## src/rtl/core/apsc_pkg.sv

```systemverilog
// apsc_pkg: shared widths, register indexes and pipeline types for the
// accelerometer peak step counter. No dependencies.
`timescale 1ns / 1ps
`default_nettype none

package apsc_pkg;

  // Field widths
  localparam int AXIS_W   = 16;
  localparam int TIME_W   = 32;
  localparam int THR_W    = 16;
  localparam int GAP_W    = 16;
  localparam int STEP_W   = 24;
  localparam int CAL_W    = 26;
  localparam int DIST_W   = 27;

  // Squarer lanes: 17-bit signed operand, 32-bit unsigned square
  localparam int LANE_IN_W = AXIS_W + 1;
  localparam int SQ_W      = 32;
  // 100 * |a|^2 of three full-scale axes needs 39 bits
  localparam int MAG_W     = 39;

  // Per-step scale factors (hundredths of a calorie, decimeters)
  localparam int CAL_PER_STEP  = 4;
  localparam int DIST_PER_STEP = 7;

  localparam int COUNT_WIDTH_DEF = 24;

  // Configuration register indexes
  localparam int CFG_IDX_W = 2;
  localparam logic [CFG_IDX_W-1:0] REG_ENABLE    = 2'd0;
  localparam logic [CFG_IDX_W-1:0] REG_THRESHOLD = 2'd1;
  localparam logic [CFG_IDX_W-1:0] REG_MIN_GAP   = 2'd2;
  localparam int CFG_DATA_W = 16;

  // Reset values of the configuration registers
  localparam logic [THR_W-1:0] THRESHOLD_RST = 16'd9830;
  localparam logic [GAP_W-1:0] MIN_GAP_RST   = 16'd300;

  // Request kinds
  localparam logic REQ_SAMPLE = 1'b0;
  localparam logic REQ_CLEAR  = 1'b1;

  // Load enables of the merge stages
  typedef struct packed {
    logic s2;
    logic s3;
    logic s4;
  } stage_en_t;

  // Threshold compare results
  typedef struct packed {
    logic above;    // |a|^2 > T^2
    logic below08;  // |a| < 0.8 T
    logic below07;  // |a| < 0.7 T
  } mag_flags_t;

endpackage

`default_nettype wire

```

## src/rtl/core/apsc_sq_lane.sv

```systemverilog
// apsc_sq_lane: one squarer lane, registered output.
// Depends on apsc_pkg.
`timescale 1ns / 1ps
`default_nettype none

module apsc_sq_lane
  import apsc_pkg::*;
(
  input  wire logic                        clk,
  input  wire logic                        en,
  input  wire logic signed [LANE_IN_W-1:0] operand,
  output logic             [SQ_W-1:0]      square
);

  logic signed [2*LANE_IN_W-1:0] prod;

  assign prod = operand * operand;

  // Square of a 17-bit value with |v| <= 65535 always fits 32 bits
  always_ff @(posedge clk) begin
    if (en) begin
      square <= prod[SQ_W-1:0];
    end
  end

endmodule

`default_nettype wire

```

## src/rtl/core/apsc_merge.sv

```systemverilog
// apsc_merge: sums the lane squares and compares the magnitude with
// T^2, 0.64 T^2 and 0.49 T^2 over three registered stages. Depends on apsc_pkg.
`timescale 1ns / 1ps
`default_nettype none

module apsc_merge
  import apsc_pkg::*;
(
  input  wire logic             clk,
  input  wire stage_en_t        en,
  input  wire logic [SQ_W-1:0]  sq_x,
  input  wire logic [SQ_W-1:0]  sq_y,
  input  wire logic [SQ_W-1:0]  sq_z,
  input  wire logic [SQ_W-1:0]  thr_sq,
  output mag_flags_t            flags
);

  logic [SQ_W-1:0]  m2;
  logic [SQ_W-1:0]  t2;
  logic [MAG_W-1:0] m2_ext;
  logic [MAG_W-1:0] t2_ext;
  logic [MAG_W-1:0] m100;
  logic [MAG_W-1:0] t64;
  logic [MAG_W-1:0] t49;
  logic             above3;

  assign m2_ext = MAG_W'(m2);
  assign t2_ext = MAG_W'(t2);

  // Stage 2: magnitude squared (sum of three squares stays below 2^32)
  always_ff @(posedge clk) begin
    if (en.s2) begin
      m2 <= sq_x + sq_y + sq_z;
      t2 <= thr_sq;
    end
  end

  // Stage 3: scale both sides so the fractional thresholds compare exactly
  always_ff @(posedge clk) begin
    if (en.s3) begin
      m100   <= (m2_ext << 6) + (m2_ext << 5) + (m2_ext << 2);
      t64    <= t2_ext << 6;
      t49    <= (t2_ext << 5) + (t2_ext << 4) + t2_ext;
      above3 <= (m2 > t2);
    end
  end

  // Stage 4: threshold flags
  always_ff @(posedge clk) begin
    if (en.s4) begin
      flags.above   <= above3;
      flags.below08 <= (m100 < t64);
      flags.below07 <= (m100 < t49);
    end
  end

endmodule

`default_nettype wire

```

## src/rtl/core/accel_peak_step_counter.sv

```systemverilog
// Accelerometer peak step counter: a request passes the lane stage (loaded on
// the accept edge), then the sum, scale and flag stages and the
// detector/output register, whose load makes the result valid.
// Throughput one request per cycle; each stage stalls only if its successor
// is full, so bubbles are squeezed out while the output waits.
// Reset (rst, synchronous, active high) empties the pipeline, loads the
// configuration defaults and clears the detector state and step count.
`timescale 1ns / 1ps
`default_nettype none

module accel_peak_step_counter
  import apsc_pkg::*;
#(
  parameter int COUNT_WIDTH = COUNT_WIDTH_DEF  // step counter width, 16..32
) (
  input  wire logic                  clk,
  input  wire logic                  rst,
  // Configuration write port
  input  wire logic                  cfg_we,
  input  wire logic [CFG_IDX_W-1:0]  cfg_index,
  input  wire logic [CFG_DATA_W-1:0] cfg_wdata,
  // Request stream
  input  wire logic                  s_tvalid,
  output logic                       s_tready,
  input  wire logic [79:0]           s_tdata,  // accel_x, accel_y, accel_z, time_ms
  input  wire logic                  s_tuser,  // req_type
  // Result stream
  output logic                       m_tvalid,
  input  wire logic                  m_tready,
  output logic [79:0]                m_tdata   // step_seen, step_total, calories_centi,
                                               // distance_dm, 2 zero bits
);

  // ---------------------------------------------------------------------------
  // Configuration registers
  // ---------------------------------------------------------------------------
  logic             enable;
  logic [THR_W-1:0] threshold;
  logic [GAP_W-1:0] min_gap;

  always_ff @(posedge clk) begin
    if (rst) begin
      enable    <= 1'b1;
      threshold <= THRESHOLD_RST;
      min_gap   <= MIN_GAP_RST;
    end else if (cfg_we) begin
      unique case (cfg_index)
        REG_ENABLE:    enable    <= cfg_wdata[0];
        REG_THRESHOLD: threshold <= cfg_wdata[THR_W-1:0];
        REG_MIN_GAP:   min_gap   <= cfg_wdata[GAP_W-1:0];
        default:       ;  // unmapped index, write dropped
      endcase
    end
  end

  // ---------------------------------------------------------------------------
  // Request fields
  // ---------------------------------------------------------------------------
  logic signed [AXIS_W-1:0] in_x;
  logic signed [AXIS_W-1:0] in_y;
  logic signed [AXIS_W-1:0] in_z;
  logic        [TIME_W-1:0] in_time;

  assign in_x    = s_tdata[15:0];
  assign in_y    = s_tdata[31:16];
  assign in_z    = s_tdata[47:32];
  assign in_time = s_tdata[79:48];

  // ---------------------------------------------------------------------------
  // Pipeline flow control: a stage loads when it is empty or its
  // successor takes its contents this cycle.
  // ---------------------------------------------------------------------------
  logic [4:1] vld;       // stage valid bits
  logic [4:1] ld;        // stage load enables
  logic       out_ld;    // output register / detector update enable
  logic       out_vld;

  assign out_ld = !out_vld || m_tready;
  assign ld[4]  = !vld[4] || out_ld;
  assign ld[3]  = !vld[3] || ld[4];
  assign ld[2]  = !vld[2] || ld[3];
  assign ld[1]  = !vld[1] || ld[2];
  assign s_tready = ld[1];

  always_ff @(posedge clk) begin
    if (rst) begin
      vld <= '0;
    end else begin
      if (ld[1]) vld[1] <= s_tvalid;
      if (ld[2]) vld[2] <= vld[1];
      if (ld[3]) vld[3] <= vld[2];
      if (ld[4]) vld[4] <= vld[3];
    end
  end

  // Sideband (request kind, timestamp) rides along with the lanes
  logic [4:1]        req_p;
  logic [TIME_W-1:0] time_p [4:1];

  always_ff @(posedge clk) begin
    if (ld[1]) begin
      req_p[1]  <= s_tuser;
      time_p[1] <= in_time;
    end
    for (int k = 2; k <= 4; k++) begin
      if (ld[k]) begin
        req_p[k]  <= req_p[k-1];
        time_p[k] <= time_p[k-1];
      end
    end
  end

  // ---------------------------------------------------------------------------
  // Stage 1: four squarer lanes (three axes plus the threshold)
  // ---------------------------------------------------------------------------
  logic [SQ_W-1:0] sq_x;
  logic [SQ_W-1:0] sq_y;
  logic [SQ_W-1:0] sq_z;
  logic [SQ_W-1:0] sq_t;

  apsc_sq_lane u_lane_x (
    .clk     (clk),
    .en      (ld[1]),
    .operand ({in_x[AXIS_W-1], in_x}),
    .square  (sq_x)
  );

  apsc_sq_lane u_lane_y (
    .clk     (clk),
    .en      (ld[1]),
    .operand ({in_y[AXIS_W-1], in_y}),
    .square  (sq_y)
  );

  apsc_sq_lane u_lane_z (
    .clk     (clk),
    .en      (ld[1]),
    .operand ({in_z[AXIS_W-1], in_z}),
    .square  (sq_z)
  );

  // Threshold is unsigned: zero-extend into the signed lane
  apsc_sq_lane u_lane_t (
    .clk     (clk),
    .en      (ld[1]),
    .operand ({1'b0, threshold}),
    .square  (sq_t)
  );

  // ---------------------------------------------------------------------------
  // Stages 2-4: merge lanes and compare against the thresholds
  // ---------------------------------------------------------------------------
  stage_en_t  merge_en;
  mag_flags_t flags;

  assign merge_en.s2 = ld[2];
  assign merge_en.s3 = ld[3];
  assign merge_en.s4 = ld[4];

  apsc_merge u_merge (
    .clk    (clk),
    .en     (merge_en),
    .sq_x   (sq_x),
    .sq_y   (sq_y),
    .sq_z   (sq_z),
    .thr_sq (sq_t),
    .flags  (flags)
  );

  // ---------------------------------------------------------------------------
  // Stage 5: peak detector and step totals. The state updates exactly when
  // the output register loads, so the totals double as the result payload.
  // ---------------------------------------------------------------------------
  logic                   prev_below_valley;
  logic                   in_progress;
  logic [TIME_W-1:0]      last_step_ms;
  logic [COUNT_WIDTH-1:0] step_count;
  logic [DIST_W-1:0]      dist_acc;   // 7 * step_count, modulo 2^27
  logic                   out_seen;

  logic [TIME_W-1:0] gap;
  logic              gap_ok;
  logic              step_hit;
  logic              count_full;

  assign gap        = time_p[4] - last_step_ms;  // wraps modulo 2^32
  assign gap_ok     = gap > TIME_W'(min_gap);
  assign count_full = &step_count;
  assign step_hit   = (req_p[4] == REQ_SAMPLE) && enable && flags.above
                      && !in_progress && gap_ok && prev_below_valley;

  always_ff @(posedge clk) begin
    if (rst) begin
      out_vld           <= 1'b0;
      prev_below_valley <= 1'b1;
      in_progress       <= 1'b0;
      last_step_ms      <= '0;
      step_count        <= '0;
      dist_acc          <= '0;
    end else if (out_ld) begin
      out_vld <= vld[4];
      if (vld[4]) begin
        if (req_p[4] == REQ_CLEAR) begin
          // clear zeroes the totals only; detector state is kept
          step_count <= '0;
          dist_acc   <= '0;
        end else if (enable) begin
          if (step_hit) begin
            in_progress  <= 1'b1;
            last_step_ms <= time_p[4];
            if (!count_full) begin
              step_count <= step_count + 1'b1;
              dist_acc   <= dist_acc + DIST_W'(DIST_PER_STEP);
            end
          end else if (flags.below07) begin
            in_progress <= 1'b0;
          end
          prev_below_valley <= flags.below08;
        end
      end
    end
  end

  always_ff @(posedge clk) begin
    if (out_ld && vld[4]) begin
      out_seen <= step_hit;
    end
  end

  // ---------------------------------------------------------------------------
  // Result packing
  // ---------------------------------------------------------------------------
  logic [STEP_W-1:0] step_total;
  logic [CAL_W-1:0]  calories_centi;

  assign step_total     = STEP_W'(step_count);
  assign calories_centi = CAL_W'(step_count * CAL_PER_STEP);

  assign m_tvalid = out_vld;
  assign m_tdata  = {2'b00, dist_acc, calories_centi, step_total, out_seen};

`ifndef SYNTHESIS
  // A reported step leaves the detector marked in progress
  a_step_sets_progress: assert property (@(posedge clk) disable iff (rst)
    (out_vld && out_seen) |-> in_progress)
    else $error("step reported without in_progress set");

  // Only a clear request may lower the step count
  a_count_monotonic: assert property (@(posedge clk) disable iff (rst)
    (out_ld && vld[4] && (req_p[4] == REQ_SAMPLE)) |=> (step_count >= $past(step_count)))
    else $error("step count decreased on a sample");

  // Running distance stays in step with the count
  a_dist_tracks: assert property (@(posedge clk) disable iff (rst)
    dist_acc == DIST_W'(step_count * DIST_PER_STEP))
    else $error("distance accumulator out of step with count");

  // The pipeline never drops a result while the output is stalled
  a_hold_on_stall: assert property (@(posedge clk) disable iff (rst)
    (out_vld && !m_tready) |=> (out_vld && $stable(step_count) && $stable(out_seen)))
    else $error("stalled result changed");
`endif

endmodule

`default_nettype wire

```

## config.mk

```make
export PLATFORM = sky130hd
export DESIGN_NAME = accel_peak_step_counter
export DESIGN_NICKNAME = d
export VERILOG_FILES = /design/src/rtl/core/apsc_pkg.sv /design/src/rtl/core/apsc_sq_lane.sv /design/src/rtl/core/apsc_merge.sv /design/src/rtl/core/accel_peak_step_counter.sv
export SDC_FILE = /design/constraint.sdc
export NUM_CORES = 2
export LEC_CHECK = 0
export BUFFER_PORTS_ARGS = -buffer_cell sky130_fd_sc_hd__buf_4
export CORE_MARGIN = 4
export CORE_UTILIZATION = 30
export DETAILED_ROUTE_END_ITERATION = 16
export GPL_TIMING_DRIVEN = 0
export REMOVE_ABC_BUFFERS = 1
export SLEW_MARGIN = 5
export SYNTH_ARGS = -nofsm -noshare
export SYNTH_HDL_FRONTEND = slang
export SYNTH_SLANG_ARGS = --single-unit
```

## constraint.sdc

```tcl
create_clock -name clk -period 7 [get_ports clk]
set_input_delay 1.05 -clock clk [delete_from_list [all_inputs] [get_ports clk]]
set_output_delay 1.05 -clock clk [all_outputs]
set_load 0.005 [all_outputs]
```

* Word level (Yosys, flattened, before mapping) *
Memories as Yosys holds them, arrays and structs flattened.
Cells that the tools add are included.

cells by class
  reduce and logical (&&, ||, !) cells = 29
  multipliers = 4
  bitwise operators = 1
  add/sub/neg operators = 9
  muxes and demuxes = 18
  magnitude comparators = 4
  equal/unequal tests = 3

operator list
  operator                                                         number
  16-bit by 16-bit multiplier with 32-bit output                   4
  27-bit 2-to-1 mux                                                4
  24-bit 2-to-1 mux                                                4
  32-bit adder                                                     2
  38-bit by 37-bit adder with 39-bit output                        1
  39-bit by 32-bit adder with 39-bit output                        1
  39-bit by 34-bit adder with 39-bit output                        1
  39-bit by 38-bit less-than comparator with 1-bit output          1
  39-bit less-than comparator                                      1
  37-bit by 36-bit adder with 38-bit output                        1
  32-bit by 16-bit > comparator with 1-bit output                  1
  32-bit > comparator                                              1
  32-bit subtractor                                                1
  27-bit by 3-bit adder with 27-bit output, second input constant  1
  24-bit by 1-bit adder with 24-bit output, second input constant  1
  24-bit AND reduction                                             1
  5-bit AND reduction                                              3
  1-bit 2-to-1 mux                                                 10
  1-bit logical AND                                                6
  1-bit logical NOT                                                6
  2-bit AND reduction                                              3
  2-bit nonzero test                                               3
  1-bit logical OR                                                 5
  4-bit AND reduction                                              1
  other kinds (5)                                                  5

word-level totals
  memories kept = 1
  bits in writable memories = 128
  register bits = 434

memory list
  name    words  bits a word  rd ports  clocked after Yosys merged registers in  write ports  RTL line                       RTL
  time_p  4      32           4         0                                        4            accel_peak_step_counter.sv:98  logic [TIME_W-1:0] time_p [4:1];

* Depth between registers and ports, before layout *
  depth after elaboration = 9
  mapped depth = 27

* Cells and area by module *
Synthesis repeated with hierarchy kept, for this count alone.

second synthesis, totals
  cell total of the unflattened synthesis = 6760
  area, all modules = 68398.1 sq um

modules (own cells, without submodules)
  module                    seq. area each (sq um)  area an instance (sq um)  cells each  instances
  apsc_merge                5134.9                  14712.9                   1350        1
  accel_peak_step_counter   6456.2                  11875.1                   1149        1
  apsc_sq_lane at u_lane_t  930.9                   10581.4                   1082        1
  apsc_sq_lane at u_lane_y  930.9                   10562.6                   1082        1
  apsc_sq_lane at u_lane_x  930.9                   10371.2                   1046        1
  apsc_sq_lane at u_lane_z  930.9                   10294.9                   1051        1

* Worst setup path after synthesis *
Ideal clock, no wire load.

  kind = input -> register
  start point = in s_tdata[17]
  end point = reg u_lane_y.square[31], data pin
  data arrival time = 6858 ps
  setup slack = -118 ps
  stages on the path = 24
  cell sequence = clkbuf_1 clkbuf_1 nand2_1 fa_1 fa_1 fa_1 inv_1 fa_1 fa_1 inv_1 fa_1 inv_1 ha_1 a21oi_1 nand2_1 a21o_1 a31oi_1 o21ai_0 a21oi_1 o221ai_1 a211oi_1 o2111ai_1 a21oi_1 xnor2_1

on the way
  word-level cells in the longest chain between the ends = 1

RTL lines
  element                                         RTL line                       RTL
  start, declared                                 accel_peak_step_counter.sv:25  input wire logic [79:0] s_tdata,
  16-bit by 16-bit multiplier with 32-bit output  apsc_sq_lane.sv:17             assign prod = operand * operand;
  via u_lane_y.prod[31]                           apsc_sq_lane.sv:15             logic signed [2*LANE_IN_W-1:0] prod;
  end signal, assigned                            apsc_sq_lane.sv:22             square <= prod[SQ_W-1:0];
  end, declared                                   apsc_sq_lane.sv:12             output logic [SQ_W-1:0] square

The timed path passes the listed nets, and every way through them passes these cells.
A chain may end at the register's enable or synchronous reset.

* Worst setup path after layout *
  start point = in s_tdata[35]
  end point = reg u_lane_z.square[31], data pin

on the way
  word-level cells in the longest chain between the ends = 1

RTL lines
  element                                         RTL line
  16-bit by 16-bit multiplier with 32-bit output  apsc_sq_lane.sv:17
  via u_lane_z.prod[31]                           apsc_sq_lane.sv:15
  end signal, assigned                            apsc_sq_lane.sv:22
  end, declared                                   apsc_sq_lane.sv:12

The timed path passes the listed nets, and every way through them passes these cells.

==> results list <==
- Die boundary width: 466.6 um
- Worst Path Buf+Inv: 5
- Maximum single-stage delay on the critical path: 0.52 ns
- By area, the combinational part of the netlist is dominated by adder cells.
* Worst EP required: 7.39 ns
- Synthesized area: 63090 um2
* Yosys top cell by area: sky130_fd_sc_hd__fa_1
- The initial antenna violation count was 2.
- Setup clock skew after layout: 0.03630 ns
- Final weighted congestion in routability-driven placement: 0.8601
- Hold buffer count at cts: 0
- Once routing completed, OpenROAD measured the worst setup slack at 0.2545 ns.
- Count of port buffers added during placement: 181
* Final Setup Violations: 0
- The routed layout has 42.59k vias.
* Reg clk slew, reported paths: 0.07 ns
- After the first detailed-routing iteration, the DRC count stood at 1889.
* Most prevalent standard cell on the critical path: sky130_fd_sc_hd__fa_1
* Detailed Place HPWL: 111400 um
- The synthesized design contains between 400 and 500 enable-type register cells.
* Post-synthesis adder-cell area fraction: 42.23%
- Clock sink total: 550
- The floorplan has 168 rows.
- Post-route clock period utilization: 96.36%
- The first global-routing pass estimated ~230000 um of wire.
* Number of antenna-violating nets in the routed design: 0
- Number of buffers inserted during clock tree synthesis: 57
- The run finished with clean final reports.
- Post-synthesis mux area share: 0.7021%
- After synthesis, the largest area contributor takes up between 20 and 30% of total cell area.
- In the final design database the tool counted 8070 nets.
* Transition time at the pin with the least slew margin: 0.9859 ns
* Synthesized-area fraction occupied by ao, oa, aoi and oai cells: 8.711%
- Class of the worst hold path: reg2reg
- In this run the deepest clock path goes through 3 buffers.
* Via count of the first global-routing pass: 45.45k
- 186 I/O pins were placed.
- Timing analysis after detailed placement gives a worst setup slack of -0.8501 ns.
- Clock tree from TritonCTS: yes
- Number of distinct library cell variants in the gate-level netlist after synthesis: 76
- Global-route usage over all layers: between 10% and 20%
- Synthesis produced a netlist whose cell count is ~6.3k.
- For the worst-skew pair, the clock arrives at the later sink with an insertion delay of approximately 0.66 ns.
- CP arrival: 7.14 ns
* Count of pins over their slew limit: 0
* FF/Latch Area: approximately 15000 um2
- Synthesized flop and latch total: 550
- Initial DRT Pass Iterations: 5
- Worst hold-check slack: 0.3995 ns
- The tree is rooted in a sky130_fd_sc_hd__clkbuf_16.
* Routed wire length per instance: 14.96 um
- Main flop type after synthesis: sky130_fd_sc_hd__edfxtp_1
- Critical path capture point type: flip-flop
- After Yosys synthesis, XOR and XNOR cells account for 4.260% of the synthesized area.
* Area of the core: about 210000 um2
- Pin count of the biggest net entering global routing: 100
* Synth top area cells: sky130_fd_sc_hd__fa_1 (29%), sky130_fd_sc_hd__edfxtp_1 (20%), sky130_fd_sc_hd__ha_1 (13%)
* Maximum Capacitance Violations: 0
- Routed wire length: 138400 um
- Setup repair after global routing could not meet its margin everywhere.
* Category of the most critical setup path: in2reg
* Leading cell types by count after synthesis: sky130_fd_sc_hd__inv_1 (1396), sky130_fd_sc_hd__fa_1 (929), sky130_fd_sc_hd__ha_1 (643)
* Global route total overflow: 0
- On the critical path the largest part of the delay comes from adder cells.
- In the post-synthesis netlist, the cell with the most instances is sky130_fd_sc_hd__inv_1.
- The worst pin sits at a relative slew slack of 34.27%.
* Slowest cell on the critical path: sky130_fd_sc_hd__fa_1
* Routed vias/inst: roughly 4.6
- Die footprint: roughly 220000 um2
- In the final layout, the share of cells above drive strength 1 is 6.674%.
* Combined area of the multi-input logic cells: 42020 um2
- Number of warnings printed during yosys synthesis: 0
- Number of hold violations in the final report: 0
- Timing would allow up to around 150 MHz.
- Subtracting the final worst setup slack from the clock period gives 6.746 ns.
- Startpoint type of the worst setup path: input pin
- Of all nets on the critical path, the largest fanout is 15.
- From synthesis to final layout, the design area changed by 10.72%.
- Once the floorplan was initialized, standard cells occupied a little under a third of the core.
* Proportion of register bits with asynchronous set or reset after synthesis: 0%
- Mapped Avg Cell Area: 10.05 um2
- H-tree level count: 2
* Die Y-Extent: 466.6 um
* Residual DRC: 0
- Sequential fraction of the synthesis area: approximately a quarter
- Area share of and/or/nand/nor cells after synthesis: between 10% and 20%
- Number of filler instances in the final layout: 21.26k
layout by cell type (no fill, tap or decap), drive strengths merged, types with 123 or more instances in the layout:
master,count
ha,643
o21ai,144
xnor2,243
nor2,319
and2,172
a21o,133
nand2,491
fa,929
a21oi,301
inv,1393
buf,217
edfxtp,427
dfxtp,123
sequential cells by signal, indices dropped and copies added, names as in the netlist, 3 cells and up:
| register | flops |
|---|---|
| u_merge.t64 | 28 |
| u_lane_z.square | 31 |
| u_merge.m2 | 32 |
| time_p | 128 |
| min_gap | 16 |
| u_lane_x.square | 31 |
| u_lane_y.square | 31 |
| u_merge.m100 | 37 |
| threshold | 16 |
| req_p | 4 |
| u_merge.t2 | 31 |
| vld | 4 |
| step_count | 24 |
| last_step_ms | 32 |
| u_merge.t49 | 38 |
| u_lane_t.square | 31 |
| u_merge.flags | 3 |
| dist_acc | 27 |
timing repair:
item	4_1_cts	5_1_grt
endpoints found under the hold margin	0	0
pin swaps	0	5
endpoints found under the setup margin	10	15
gates resized for setup	29	44
gates cloned	0	0
buffers inserted	0	26
cell families (layout without fill, tap and decap cells):
kind of cell,Yosys count,in the layout
adders and majority gates,1572,1572
buffers and inverters,1559,1722
and+or+nand+nor,1386,1386
AOI/OAI and AO/OA,859,859
DFF,550,550
xor gates and xnor gates,306,306
muxes,44,44
other,1,8
routing by layer:
layer  global-route usage, %  up-vias  routed length [um]
met5                       0        -                   0
met4                   2.559        0                2752
met3                   1.352      174                5756
met2                   22.23      837               66550
met1                   17.47    21270               63380
li1                        -    20310                   -
per-stage QoR:
stage / TNS (ns) / utilization (%) / instance area [um2] / instances
floorplan: 0 / - / 62370 / 6118
global placement: -439.21 / 32.12 / 67240 / 9104
detailed placement: -12.28 / 32.24 / 67490 / 9114
CTS: 0 / 33.19 / 69480 / 9222
global route: -0.08283 / 33.36 / 69840 / 9248
finish: 0 / 33.36 / 69850 / 9252
worst reg2reg max path, delay by kind of cell, from the launching register on:
kind                     cells  cell delay, ns
adder cells (fa/ha/maj)      7            3.39
AO/OA/AOI/OAI                9            2.04
flip-flops                   1            0.54
AND/OR/NAND/NOR              2            0.23
buffers and inverters        3            0.17
XOR/XNOR                     1            0.08
worst paths after layout:
| kind | endpoint | slack [ns] | cells after the start | start |
|---|---|---|---|---|
| min | u_merge.t2[6] | 0.40 | 0 | u_lane_t.square[6] |
| max reg2reg | u_lane_t.square[31] | 0.31 | 22 | threshold[10] |
| min reg2reg | u_merge.t2[6] | 0.40 | 0 | u_lane_t.square[6] |
| max | u_lane_z.square[31] | 0.25 | 25 | s_tdata[35] |
cell type report:
type                       count  share of cell area [%]
clock inverter                41                  0.6341
tap                         2805                   5.024
inverter                    1397                   7.557
sequential                   550                   21.95
multi-input combinational   4171                   60.16
timing repair buffer         217                   2.536
clock buffer                  67                   2.124
antenna                        4                 0.01433
Power is not shown: default switching activity piles up to over one toggle a cycle in this logic, so the estimate is an artifact.
